`config.mk`:
```
export PLATFORM = sky130hd
export DESIGN_NAME = sbr_ctrl
export DESIGN_NICKNAME = d
export VERILOG_FILES = /design/src/hw/rtl/stream_byte_reassembler_assert.svh /design/src/hw/rtl/sbr_pkg.sv /design/src/hw/rtl/sbr_ctrl.sv
export SDC_FILE = /design/constraint.sdc
export NUM_CORES = 1
export LEC_CHECK = 0
export BUFFER_PORTS_ARGS = -buffer_cell sky130_fd_sc_hd__buf_2
export CORE_AREA = 2 2 39 41
export CTS_CLUSTER_DIAMETER = 120
export DETAILED_ROUTE_END_ITERATION = 16
export DIE_AREA = 0 0 41 43
export PLACE_DENSITY = 0.75
export SYNTH_ARGS = -nofsm -noshare
export SYNTH_HDL_FRONTEND = slang
export SYNTH_SLANG_ARGS = --single-unit
```
`constraint.sdc`:
```
create_clock -name clk -period 3.5 [get_ports clk]
set_input_delay 0.35 -clock clk [delete_from_list [all_inputs] [get_ports clk]]
set_output_delay 0.35 -clock clk [all_outputs]
set_load 0.1 [all_outputs]
```
`src/hw/rtl/stream_byte_reassembler_assert.svh`:
```
// Assertion macros used by the reassembler datapath.
`ifndef STREAM_BYTE_REASSEMBLER_ASSERT_SVH
`define STREAM_BYTE_REASSEMBLER_ASSERT_SVH
`ifndef ASSERT_OFF
`define SBR_ASSERT(lbl, expr, msg) \
  lbl: assert property (@(posedge clk) disable iff (rst) (expr)) else $error(msg);
`define SBR_ASSERT_NEXT(lbl, ante, cons, msg) \
  lbl: assert property (@(posedge clk) disable iff (rst) (ante) |=> (cons)) else $error(msg);
`else
`define SBR_ASSERT(lbl, expr, msg)
`define SBR_ASSERT_NEXT(lbl, ante, cons, msg)
`endif
`endif

```
`src/hw/rtl/sbr_pkg.sv`:
```
// Types and constants of the stream byte reassembler.
`default_nettype none
package sbr_pkg;
  localparam int IDX_W  = 64;
  localparam int BYTE_W = 8;
  localparam int PEND_W = 13;

  localparam logic [1:0] MODE_SEG = 2'd0;
  localparam logic [1:0] MODE_END = 2'd1;
  localparam logic [1:0] MODE_POP = 2'd2;
  localparam logic [1:0] MODE_NOP = 2'd3;

  localparam logic [1:0] ST_OK    = 2'd0;
  localparam logic [1:0] ST_DUP   = 2'd1;
  localparam logic [1:0] ST_OUT   = 2'd2;
  localparam logic [1:0] ST_EMPTY = 2'd3;

  localparam logic [1:0] SEL_IDX  = 2'd0;
  localparam logic [1:0] SEL_ASM  = 2'd1;
  localparam logic [1:0] SEL_READ = 2'd2;

  typedef struct packed {
    logic       load;
    logic       clear;
    logic       check1;
    logic       check2;
    logic       slot;
    logic       rd_en;
    logic [1:0] rd_sel;
    logic       store_asm;
    logic       store_held;
    logic       absorb;
    logic       pop;
    logic       set_status;
    logic [1:0] status;
    logic       close;
  } sbr_cmd_t;

  typedef struct packed {
    logic [1:0] mode;
    logic       dup;
    logic       past;
    logic       win_out;
    logic       hit;
    logic       pop_ok;
    logic       mark;
    logic       absorb_ok;
    logic       clr_last;
  } sbr_sts_t;
endpackage
`default_nettype wire

```
`src/hw/rtl/sbr_ctrl.sv`:
```
// Controller state machine that sequences each transfer through the datapath.
`default_nettype none
module sbr_ctrl (
  input  wire logic              clk,
  input  wire logic              rst,
  input  wire logic              start,
  output logic                   busy,
  output logic                   done,
  output sbr_pkg::sbr_cmd_t      cmd,
  input  wire sbr_pkg::sbr_sts_t sts
);
  import sbr_pkg::*;

  localparam logic [3:0] S_CLEAR = 4'd0;
  localparam logic [3:0] S_IDLE  = 4'd1;
  localparam logic [3:0] S_CHK1  = 4'd2;
  localparam logic [3:0] S_CHK2  = 4'd3;
  localparam logic [3:0] S_DEC   = 4'd4;
  localparam logic [3:0] S_RDI   = 4'd5;
  localparam logic [3:0] S_RDW   = 4'd6;
  localparam logic [3:0] S_ABS   = 4'd7;
  localparam logic [3:0] S_ABSW  = 4'd8;
  localparam logic [3:0] S_POPW  = 4'd9;
  localparam logic [3:0] S_CLOSE = 4'd10;
  localparam logic [3:0] S_DONE  = 4'd11;

  logic [3:0] state;
  logic [3:0] state_next;

  always_ff @(posedge clk) begin
    if (rst) begin
      state <= S_CLEAR;
    end else begin
      state <= state_next;
    end
  end

  always_comb begin
    cmd        = '0;
    cmd.rd_sel = SEL_IDX;
    cmd.status = ST_OK;
    state_next = state;
    unique case (state)
      S_CLEAR: begin
        cmd.clear = 1'b1;
        if (sts.clr_last) state_next = S_IDLE;
      end
      S_IDLE: begin
        if (start) begin
          cmd.load   = 1'b1;
          state_next = S_CHK1;
        end
      end
      S_CHK1: begin
        cmd.check1 = 1'b1;
        state_next = S_CHK2;
      end
      S_CHK2: begin
        cmd.check2 = 1'b1;
        if (sts.mode == MODE_SEG) begin
          state_next = S_DEC;
        end else if (sts.mode == MODE_POP) begin
          if (sts.pop_ok) begin
            cmd.rd_en  = 1'b1;
            cmd.rd_sel = SEL_READ;
            state_next = S_POPW;
          end else begin
            cmd.set_status = 1'b1;
            cmd.status     = ST_EMPTY;
            state_next     = S_CLOSE;
          end
        end else begin
          state_next = S_CLOSE;
        end
      end
      S_DEC: begin
        cmd.slot = 1'b1;
        if (sts.dup) begin
          cmd.set_status = 1'b1;
          cmd.status     = ST_DUP;
          state_next     = S_CLOSE;
        end else if (sts.past || sts.win_out) begin
          cmd.set_status = 1'b1;
          cmd.status     = ST_OUT;
          state_next     = S_CLOSE;
        end else begin
          state_next = S_RDI;
        end
      end
      S_RDI: begin
        cmd.rd_en  = 1'b1;
        state_next = S_RDW;
      end
      S_RDW: begin
        if (sts.hit) begin
          cmd.store_asm = 1'b1;
          state_next    = S_ABS;
        end else if (sts.mark) begin
          cmd.set_status = 1'b1;
          cmd.status     = ST_DUP;
          state_next     = S_CLOSE;
        end else begin
          cmd.store_held = 1'b1;
          state_next     = S_CLOSE;
        end
      end
      S_ABS: begin
        if (sts.absorb_ok) begin
          cmd.rd_en  = 1'b1;
          cmd.rd_sel = SEL_ASM;
          state_next = S_ABSW;
        end else begin
          state_next = S_CLOSE;
        end
      end
      S_ABSW: begin
        if (sts.mark) begin
          cmd.absorb = 1'b1;
          state_next = S_ABS;
        end else begin
          state_next = S_CLOSE;
        end
      end
      S_POPW: begin
        cmd.pop    = 1'b1;
        state_next = S_CLOSE;
      end
      S_CLOSE: begin
        cmd.close  = 1'b1;
        state_next = S_DONE;
      end
      S_DONE: begin
        state_next = S_IDLE;
      end
      default: begin
        state_next = S_IDLE;
      end
    endcase
  end

  assign busy = state != S_IDLE;
  assign done = state == S_DONE;
endmodule
`default_nettype wire

```
### Yosys cells after proc, flatten, opt, wreduce, memory -nomap -nowiden

Cells that the tools add are included.

* bits in registers: 4
* bits in latches: 0
* memory bits (writable): 0
* bits in read-only memories: 0
* input bits: 13
* output and inout port bits: 18
* logic and storage cells: 59
* memories kept: 0

* add/sub/neg operators: 0
* $mul: 0
* div/mod/pow operators: 0
* order comparisons: 0
* equality and inequality tests: 15
* shifts and indexed selects: 0
* muxes and demuxes: 39
* bitwise gates (word level): 0
* reduce and logical (&&, ||, !) cells: 4

Operators with widths (number)
* $pmux 4 s11: 1
* $mux 3: 11
* $mux 4: 7
* $eq 4x3->1 const B: 4
* $eq 4x4->1 const B: 4
* $mux 1: 13
* $pmux 3 s3: 1
* $eq 4x2->1 const B: 2
* $mux 2: 4
* $eq 4x1->1 const B: 1
* $logic_not 4->1: 1
* $ne 2x2->1 const B: 2
* $ne 4x1->1 const B: 1
* $pmux 2 s2: 1
* $pmux 1 s3: 1
* $eq 2x2->1 const B: 1
* $logic_not 2->1: 1
* $reduce_and 2->1: 1
* $logic_or 1x1->1: 1

### Logic depth before layout (Yosys ltp)

Gate-level depths: netlist of the first run.

* depth after elaboration: 4
* mapped depth: 6
* gate-level depth less buffers: 4

### Least setup slack after synthesis of the first run

No wires, ideal clock.

* kind: flip-flop to output port
* from: register state[0]
* to: output cmd[2] (netlist bit)
* arrival: 4.023 ns
* required time: 3.150 ns
* path slack: -0.873 ns
* cell stages (with the launch flop): 5
* path buffers: 2
* cell sequence: dfxtp_1 > buf_6 > or3b_4 > buf_6 > o41ai_1

RTL lines
* start: declaration: RTL line sbr_ctrl.sv:27 `logic [3:0] state;`
* start signal: assignment: RTL line sbr_ctrl.sv:34 `state <= state_next;`
* end: declaration: RTL line sbr_ctrl.sv:9 `output sbr_pkg::sbr_cmd_t cmd,`

==> results of run 1 <==
[critical path, delay by kind of cell, from the launching register on]
| kind | cells | cell delay (ns) |
|---|---|---|
| flops | 1 | 0.66 |
| simple gates | 3 | 0.69 |
| buf+inv | 1 | 0.44 |
| compound gates | 1 | 0.12 |
[per-layer routing]
metal / part of all wire, % / wire length (um)
met1: 43 / 602
met2: 47 / 661
met3: 8.2 / 115
met4: 1.1 / 16
met5: 0 / 0
[layout by cell type (no fill, tap or decap), drive strengths merged, types with 4 or more instances in the layout]
cell type	instances
nor3	5
nand2b	5
dfxtp	4
a21oi	6
nand2	5
buf	30
nor2	15
[power by group through the flow]
stage	registers, mW	clock network [mW]	logic [mW]
2_1_floorplan	0.0490	0	0.0616
3_3_place_gp	0.0535	0	0.0721
3_5_place_dp	0.0537	0	0.0726
4_1_cts	0.0529	0.0599	0.0729
5_1_grt	0.0535	0.0643	0.0781
6_report	0.0530	0.0592	0.0728
[per-stage QoR]
| stage | instances | worst slack [ns] |
|---|---|---|
| 6_report | 123 | 1.01 |
| 5_1_grt | 123 | 0.774 |
| 4_1_cts | 123 | 1.02 |
| 3_5_place_dp | 120 | 1.30 |
| 3_3_place_gp | 120 | 1.33 |
| 2_1_floorplan | 80 | 0.0799 |
[worst max-delay path by stage]
stage / startpoint / to / slack [ns] / cells after the start
after floorplan: state[2] / state[0] / 0.08 / 4
after CTS: state[1] / cmd[1] / 1.02 / 5
after global routing: state[1] / cmd[3] / 0.77 / 5
after detailed placement: state[1] / cmd[1] / 1.30 / 5
after global placement: state[1] / cmd[1] / 1.33 / 5
final: state[1] / cmd[1] / 1.01 / 5
[area by class of cell]
cell class                 count  share of cell area, %
clock buffer                   3                   3.25
inverter                       3                   1.63
timing repair buffer          30                   21.7
sequential                     4                   11.6
multi-input combinational     67                   59.0
tap                           16                   2.89
[cells by family after synthesis]
group	after synthesis	share of synthesized area (%)
AOI/OAI and AO/OA	20	26.8
buffers and inverters	9	9.26
DFF	4	15.2
muxes	1	2.14
and+or+nand+nor	46	46.6
==> summary.md, run 1 <==
| Metric | Value |
|---|---|
| Final hold vios | `0` |
| Worst Hold Endpoint | `state[3]` |
| Worst Hold Slack | `roughly 0.33 ns` |
| Hold Startpoint | `rst` |
| Min Tclk post-route | `2.49 ns` |
| CTS buffer count | `3` |
| Crit. End Element | `output port` |
| Seq cells post-synth | `4` |
| R2R Path Start | `state[1]` |
| First-pass GRT wire length | `around 2.4 mm` |
| CTS tree | `done` |
| Class of the most critical setup path | `reg2out` |
| Vias per cell | `approximately 5.5` |
| Post-layout util | `50.0%` |
| Reg2Reg Setup Slack | `1.67 ns` |
| Global placement routability congestion | `around 0.8` |
| Max Fclk | `401 MHz` |
| Clock skew | `0.00496 ns` |
| Cell variety after synth | `32` |
| Worst-Margin Slew | `0.550 ns` |
| Final WL | `around 1.4 mm` |
| Share of synthesized registers carrying an async set or reset | `0%` |
| Synth Area per Inst | `between 6 and 7 sq um` |
| Max FFs per register | `4` |
| Most flop-heavy register | `state` |
| GRT Overall Usage | `19.5%` |
| Layout cell share with drive strength beyond 1 | `37.4%` |
| Setup TNS | `0 ns` |
| Finished Cell Area | `about 690 sq um` |
| Post-synthesis instance area | `approximately 530 sq um` |
| Clock network fraction of design power | `between 30 and 40%` |
| Wire per inst | `11.3 um` |
| Synthesis-to-layout area growth | `31.4%` |
| Max incr delay on CP | `between 0.6 and 0.7 ns` |
| HP Class | `in2reg` |
| Root buf cell | `clkbuf_4` |
| Initial antenna violation count | `0` |
| RSZ-0062 raised after global routing | `no` |
| Hold-fix buffers, CTS | `0` |
| Cells along the critical path | `nand2b_1 -> nor2_2 -> nand4b_1 -> o21ai_0 -> buf_2` |
| CTS clock-pin slew for the worst setup and hold paths | `~0.040 ns` |
| Primary FF master, synth | `dfxtp_1` |
| Hold-critical path depth | `2` |
| Rows | `14` |
| Lkg Pwr | `about 0.34 nW` |
| Seq/Total Area, Yosys | `15.2%` |
| Worst slew margin | `a little over three fifths` |
| Io pins | `31` |
| Worst EP required | `~3.2 ns` |
| Die Span X | `about 41 um` |
| Chip height | `between 40 and 50 um` |
| Starting Density | `38.1%` |
| Syn Nets | `between 90 and 100` |
| Status | `completed` |
| Met2 usage | `28.4%` |
| Remaining antenna violation count | `0` |
| Most frequent cell after synthesis | `nor2_1` |
| Slowest stage cell, crit path | `dfxtp_1` |
| Nets | `122` |
| Overall power | `between 150 and 200 uW` |
| GR peak layer | `met2` |
| Die area | `1760 sq um` |
| CTS sink cnt | `4` |
| Register area | `80.1 sq um` |
| Area fraction of the dominant cell type after synthesis | `between 15 and 20%` |
| Startpoint Class | `flop` |
| Setup Viol. Count Final | `0` |
| Top cells by area, synth | `dfxtp_1 (15%), nor2_1 (11%), nand2b_1 (5.9%)` |
| PostCTS Resize Cnt | `0` |
| Worst endpoint data arrival time | `roughly 2.1 ns` |
| Initial drt markers | `20` |
| Core ar. | `1380 sq um` |
| Max H-tree Level | `1` |
| Largest net degree at the start of global routing | `19` |
| Biggest regs | `state: 4 flops` |
| Clock Path Buffers | `2` |
| GR Overflow Total | `0` |
| Met1 global-route usage | `approximately 28%` |
| Maxcap violations | `0` |
| Pwr Density | `~270 nW/um^2` |
| Net Sw Frac | `between 40 and 50%` |
| Vias in the first global route | `585` |
| Filler cells | `~130` |
| Period utilization | `a little under three quarters` |
| Final slew viol count | `0` |
| R2R depth | `4` |
| Share of power burned in registers | `between 20% and 30%` |
| Synth top cells by count | `nor2_1 (15), a21oi_1 (5), nand2_1 (5), nand2b_1 (5), nor3_1 (5)` |
| Final HPWL DP | `1.10 mm` |
| Placed Area | `669 sq um` |
| Sw power | `slightly below 80 uW` |
| Post-CTS Setup Bufs | `0` |
| Area leader, netlist | `dfxtp_1` |
| Warnings, synthesis | `0` |
| Worst VDD drop | `~0.12 mV` |
| First-pass detailed-route iteration total | `4` |
| Area of the multi-input gates | `408 sq um` |
| Routing usage on met3 | `under 10%` |
| Syn Inst Count | `80` |
| Worst-Skew Late Latency | `0.24 ns` |
| Capture point of the worst reg-to-reg path | `state[1]` |
| Inserted Diodes | `0` |
| Int Power | `roughly 110 uW` |
| Port Buffers | `30` |
| Critical path peak fanout | `18` |
| DRC | `0` |
| Vias | `between 600 and 700` |
| Combinational Power Share | `~39%` |
| Post-synth EDFFs | `0` |
Power figures use the tool's default switching activity.
==> run 2, diff against run 1 <==
ABC_AREA = 1   (was not set)
PLACE_DENSITY = 0.73   (was 0.75)
clock period = 2.6 ns   (was 3.5 ns; I/O delays follow)
==> summary.md, run 2 <==
| Metric | Value |
|---|---|
| Status | `completed (unchanged)` |
| Initial antenna violation count | `0 (unchanged)` |
| Port Buffers | `30 (unchanged)` |
| Max incr delay on CP | `0.45 ns (was 0.66 ns)` |
| First-pass GRT wire length | `2.05 mm (was 2.44 mm)` |
| Cells along the critical path | `inv_1 -> nand2_2 -> nor2_4 -> nand4_1 -> o211ai_1 -> buf_2 (was nand2b_1 -> nor2_2 -> nand4b_1 -> o21ai_0 -> buf_2)` |
| Final hold vios | `0 (unchanged)` |
| Die area | `1760 sq um (unchanged)` |
| GRT Overall Usage | `16.9% (was 19.5%)` |
| DRC | `0 (unchanged)` |
| Hold-fix buffers, CTS | `0 (unchanged)` |
| Vias | `679 (was 676)` |
| Synth top cells by count | `nand2_1 (20), nor2_1 (20), inv_1 (16), nand3_1 (9) (was nor2_1 (15), a21oi_1 (5), nand2_1 (5), nand2b_1 (5), nor3_1 (5))` |
| PostCTS Resize Cnt | `0 (unchanged)` |
| Met2 WL | `697 um (was 661 um)` |
| Hold Startpoint | `rst (unchanged)` |
| Most flop-heavy register | `state (unchanged)` |
| R2R depth | `7 (was 4)` |
| Commonest non-fill, non-tap cell in the layout | `buf_2 (unchanged)` |
| Final HPWL DP | `1.18 mm (was 1.10 mm)` |
| Warnings, synthesis | `0 (unchanged)` |
| Class of the most critical setup path | `reg2out (unchanged)` |
| Initial drt markers | `23 (was 20)` |
| Remaining antenna violation count | `0 (unchanged)` |
| CTS clock-pin slew for the worst setup and hold paths | `0.04 ns (about the same)` |
| Vias per cell | `4.68 (was 5.50)` |
| Setup Viol. Count Final | `0 (unchanged)` |
| Worst EP required | `2.34 ns (was 3.15 ns)` |
| Max FFs per register | `4 (unchanged)` |
| Lkg Pwr | `0.446 nW (was 0.336 nW)` |
| Overall power | `285 uW (was 185 uW)` |
| Inserted Diodes | `0 (unchanged)` |
| Top delay family on crit path | `buffers and inverters (was simple AND/OR/NAND/NOR gates)` |
| Global placement routability congestion | `0.915 (was 0.813)` |
| Post-synthesis instance area | `503 sq um (was 527 sq um)` |
| Min Tclk post-route | `1.92 ns` |
| Rows | `14 (unchanged)` |
| Max H-tree Level | `1 (unchanged)` |
| Area fraction of the dominant cell type after synthesis | `15.9% (was 15.2%)` |
| Startpoint Class | `flop (unchanged)` |
| CTS tree | `done (unchanged)` |
| Chip height | `43 um (unchanged)` |
| Die Span X | `41 um (unchanged)` |
| Biggest regs | `state: 4 flops (unchanged)` |
| Placed cells | `142 (was 120)` |
| Met3 Wirelength | `108 um (was 115 um)` |
| Final WL | `1.37 mm (was 1.40 mm)` |
| Area leader, netlist | `dfxtp_1 (unchanged)` |
| Clock skew | `0.00121 ns (was 0.00496 ns)` |
| Post-CTS Setup Bufs | `0 (unchanged)` |
| Worst endpoint data arrival time | `1.66 ns (was 2.14 ns)` |
| Worst VDD drop | `0.261 mV (was 0.125 mV)` |
| Max Fclk | `roughly 520 MHz` |
| Pwr Density | `402 nW/um^2 (was 267 nW/um^2)` |
| Worst slew margin | `67.7% (was 63.3%)` |
| M1 WL | `551 um (was 602 um)` |
| Syn Nets | `109 (was 93)` |
| Io pins | `31 (unchanged)` |
| Uppermost layer routed | `met4 (unchanged)` |
| Post-Layout Cell Count | `145 (was 123)` |
| Hold-critical path depth | `2 (unchanged)` |
| Post-synth EDFFs | `0 (unchanged)` |
| Vias in the first global route | `571 (was 585)` |
| Reg2Reg Setup Slack | `1.32 ns (was 1.67 ns)` |
| Primary FF master, synth | `dfxtp_1 (unchanged)` |
| Worst-Skew Late Latency | `0.23 ns (was 0.24 ns)` |
| CTS buffer count | `3 (unchanged)` |
| Layout cell share with drive strength beyond 1 | `38.8% (was 37.4%)` |
| Most frequent cells in the layout | `buf_2 (30), nand2_1 (19), nor2_1 (18) (was buf_2 (30), nor2_1 (14))` |
| RSZ-0062 raised after global routing | `no (unchanged)` |
| Slowest stage cell, crit path | `buf_2 (was dfxtp_1)` |
| CTS sink cnt | `4 (unchanged)` |
| Share of synthesized registers carrying an async set or reset | `0% (unchanged)` |
| HP Class | `in2reg (unchanged)` |
| Root buf cell | `clkbuf_4 (unchanged)` |
| Top cells by area, synth | `dfxtp_1 (16%), nand2_1 (15%), nor2_1 (15%) (was dfxtp_1 (15%), nor2_1 (11%), nand2b_1 (5.9%))` |
| Wire per inst | `9.46 um (was 11.3 um)` |
| Maxcap violations | `0 (unchanged)` |
| Period utilization | `approximately 74%` |
| Seq cells post-synth | `4 (unchanged)` |
| Setup TNS | `0 ns (unchanged)` |
| Starting Density | `36.3% (was 38.1%)` |
| Final slew viol count | `0 (unchanged)` |
| Capture point of the worst reg-to-reg path | `state[3] (was state[1])` |
| Synth Area per Inst | `5.24 sq um (was 6.58 sq um)` |
| Buf/Inv on CP | `2 (was 1)` |
| Synthesis-to-layout area growth | `40.8% (was 31.4%)` |
| Critical path peak fanout | `6 (was 18)` |
| Worst Hold Endpoint | `state[1] (was state[3])` |
| R2R Path Start | `state[3] (was state[1])` |
| Seq/Total Area, Yosys | `15.9% (was 15.2%)` |
| Cell variety after synth | `16 (was 32)` |
| Worst-Margin Slew | `0.488 ns (was 0.550 ns)` |
| Clock Path Buffers | `2 (unchanged)` |
| GR Overflow Total | `0 (unchanged)` |
| First-pass detailed-route iteration total | `4 (unchanged)` |
| Largest net degree at the start of global routing | `8 (was 19)` |
| Crit. End Element | `output port (unchanged)` |
| Nets | `144 (was 122)` |
| Syn Inst Count | `96 (was 80)` |
| Core ar. | `1380 sq um (unchanged)` |
==> run 2: how the worst max path moves through the flow <==
stage                         from  endpoint  slack [ns]  depth (start not counted)
after floorplan           state[1]    cmd[3]        0.09                          5
after global placement    state[3]    cmd[1]        0.96                          6
after detailed placement  state[3]    cmd[1]        0.92                          6
after CTS                 state[3]    cmd[1]        0.67                          6
after global routing      state[3]    cmd[1]        0.55                          6
final                     state[3]    cmd[1]        0.68                          6
==> run 2: metrics by stage <==
stage               cell area [sq um]  hold slack, ns  utilization, %  setup slack (ns)
global route                      708           0.229            51.2             0.553
global placement                  686           0.461            49.5             0.962
CTS                               708           0.227            51.2             0.666
floorplan                         515           0.329               -            0.0940
detailed placement                686           0.466            49.5             0.920
finish                            708           0.238            51.2             0.679
==> run 2: report_power, final <==
| group | total [mW] | internal [mW] | switching (mW) |
|---|---|---|---|
| Sequential | 0.0702 | 0.0656 | 0.00460 |
| Clock | 0.0737 | 0.0514 | 0.0223 |
| Combinational | 0.141 | 0.0295 | 0.112 |
| Total | 0.285 | 0.146 | 0.138 |
==> run 2: cell families after synthesis <==
logic type	Yosys count	share of synthesized area, %
flip-flops	4	15.9
AO/OA/AOI/OAI	10	11.4
AND/OR/NAND/NOR	62	57.7
buffers and inverters	20	14.9
==> run 2: area by class of cell <==
type	instances	area, sq um
fill	155	676
clock buffer	3	22.5
tap	16	20.0
timing repair buffer	30	150
multi-input combinational	72	360
sequential	4	80.1
inverter	20	75.1
==> run 2: metal layers <==
layer  vias to the layer above  GRT usage (%)
met2                        30           28.7
met1                       280           18.6
li1                        367              -
met5                         -              0
met3                         2           1.57
met4                         0           10.0
==> run 3, diff against run 2 <==
CORE_AREA = 2 2 40 42   (was 2 2 39 41)
DIE_AREA = 0 0 42 44   (was 0 0 41 43)
PLACE_DENSITY = 0.72   (was 0.73)
clock period = 1.7 ns   (was 2.6 ns; I/O delays follow)
==> summary.md, run 3 (synthesized netlist as in run 2, its figures left out) <==
| Metric | Value |
|---|---|
| Vias per cell | `4.94 (was 4.68)` |
| Remaining antenna violation count | `0 (unchanged)` |
| Largest net degree at the start of global routing | `8 (unchanged)` |
| Initial drt markers | `20 (was 23)` |
| CTS tree | `done (unchanged)` |
| Combinational Power Share | `54.8% (was 49.5%)` |
| Class of the most critical setup path | `reg2out (unchanged)` |
| Vias in the first global route | `667 (was 571)` |
| Worst-Margin Slew | `0.488 ns (about the same)` |
| GRT Overall Usage | `18.0% (was 16.9%)` |
| Global placement routability congestion | `0.921 (was 0.915)` |
| Final HPWL DP | `1.26 mm (was 1.18 mm)` |
| Clock skew | `0.00255 ns (was 0.00121 ns)` |
| First-pass detailed-route iteration total | `4 (unchanged)` |
| Setup TNS | `0 ns (unchanged)` |
| Rows | `14 (unchanged)` |
| Worst VDD drop | `0.571 mV (was 0.261 mV)` |
| Sw power | `229 uW (was 138 uW)` |
| Die Span X | `42 um (was 41 um)` |
| Hold-critical path depth | `2 (unchanged)` |
| Post-layout util | `70.0% (was 51.2%)` |
| Max Fclk | `between 600 and 700 MHz` |
| Net Sw Frac | `47.2% (was 48.6%)` |
| Biggest regs | `state: 4 flops (unchanged)` |
| Layout cell share with drive strength beyond 1 | `48.5% (was 38.8%)` |
| Worst endpoint data arrival time | `1.46 ns (was 1.66 ns)` |
| Critical path peak fanout | `7 (was 6)` |
| Most flop-heavy register | `state (unchanged)` |
| Placed cells | `142 (unchanged)` |
| Max H-tree Level | `1 (unchanged)` |
| Starting Density | `35.4% (was 36.3%)` |
| Crit. End Element | `output port (unchanged)` |
| Vias | `731 (was 679)` |
| Period utilization | `a little over nine tenths` |
| Initial antenna violation count | `0 (unchanged)` |
| Maxcap violations | `0 (unchanged)` |
| CTS clock-pin slew for the worst setup and hold paths | `0.03 ns (was 0.04 ns)` |
| DRC | `0 (unchanged)` |
| Hold-fix buffers, CTS | `0 (unchanged)` |
| Worst EP required | `1.53 ns (was 2.34 ns)` |
| RSZ-0062 raised after global routing | `yes (was no)` |
| GR Overflow Total | `0 (unchanged)` |
| Final slew viol count | `0 (unchanged)` |
| Post-Layout Cell Count | `148 (was 145)` |
| Worst Hold Slack | `0.132 ns (was 0.238 ns)` |
| Io pins | `31 (unchanged)` |
| Pwr Density | `489 nW/um^2 (was 402 nW/um^2)` |
| Int Power | `256 uW (was 146 uW)` |
| Lkg Pwr | `0.518 nW (was 0.446 nW)` |
| Nets | `147 (was 144)` |
| Final WL | `1.57 mm (was 1.37 mm)` |
| Wire per inst | `10.6 um (was 9.46 um)` |
| Max FFs per register | `4 (unchanged)` |
| R2R depth | `9 (was 7)` |
| Port Buffers | `30 (unchanged)` |
| Worst slew margin | `67.7% (about the same)` |
| Startpoint Class | `flop (unchanged)` |
| CTS sink cnt | `4 (unchanged)` |
| Status | `completed (unchanged)` |
| Synthesis-to-layout area growth | `97.5% (was 40.8%)` |
| Most frequent cells in the layout | `nand2_1 (18), buf_2 (18), inv_1 (15) (was buf_2 (30), nand2_1 (19), nor2_1 (18))` |
| Final hold vios | `0 (unchanged)` |
| Root buf cell | `clkbuf_4 (unchanged)` |
| Worst-Skew Late Latency | `0.23 ns (about the same)` |
| HP Class | `in2reg (unchanged)` |
| Die area | `1850 sq um (was 1760 sq um)` |
| CTS buffer count | `3 (unchanged)` |
| Setup Viol. Count Final | `0 (unchanged)` |
| Clock network fraction of design power | `22.8% (was 25.9%)` |
| Chip height | `44 um (was 43 um)` |
| Core ar. | `1420 sq um (was 1380 sq um)` |
| Min Tclk post-route | `1.63 ns` |
| Clock Path Buffers | `2 (unchanged)` |
| First-pass GRT wire length | `2.64 mm (was 2.05 mm)` |
| Share of power burned in registers | `22.4% (was 24.6%)` |
| Inserted Diodes | `0 (unchanged)` |
-- run 3: power groups by stage --
stage	combinational, mW	clock [mW]	sequential, mW
6_report	0.266	0.111	0.109
2_1_floorplan	0.186	0	0.108
3_3_place_gp	0.262	0	0.109
3_5_place_dp	0.264	0	0.109
4_1_cts	0.264	0.114	0.108
5_1_grt	0.282	0.124	0.110
-- run 3: final cells by class --
type,count,area (sq um)
repair buffers,33,358
well taps,16,20.0
clock buffers,3,22.5
fillers,117,425
inverters,20,82.6
multi-input cells,72,420
flip-flops and latches,4,90.1
-- run 3: worst paths after layout --
check / startpoint / end / slack (ns)
hold / removal: rst / state[1] / 0.13
hold reg to reg: state[2] / state[0] / 0.73
setup reg to reg: state[0] / state[0] / 0.35
setup / recovery: state[2] / cmd[1] / 0.07
-- run 3: timing repair --
| item | CTS | global route |
|---|---|---|
| resized for setup | 0 | 9 |
| setup endpoints to repair | 0 | 4 |
| buffers inserted | 0 | 3 |
-- run 3: worst max-delay path: stages (launching register included) --
cell,delay [ns]
dfxtp_4,0.37
inv_6,0.06
nor2_4,0.16
nand2_1,0.13
o211ai_1,0.26
clkbuf_16,0.25
-- run 3: stage by stage --
stage / total power, mW / worst slack, ns / cell area [sq um]
3_3_place_gp: 0.371 / 0.320 / 921
6_report: 0.485 / 0.0727 / 993
2_1_floorplan: 0.294 / -0.637 / 571
5_1_grt: 0.515 / -0.0179 / 993
4_1_cts: 0.486 / 0.0413 / 943
3_5_place_dp: 0.373 / 0.293 / 921
-- run 3: routing by layer --
metal,GRT usage (%),up-vias,share of wire [%]
met1,23.2,322,45
met5,0,-,0
met4,7.10,0,0
met2,30.6,34,49
li1,-,375,-
met3,2.08,0,6.6
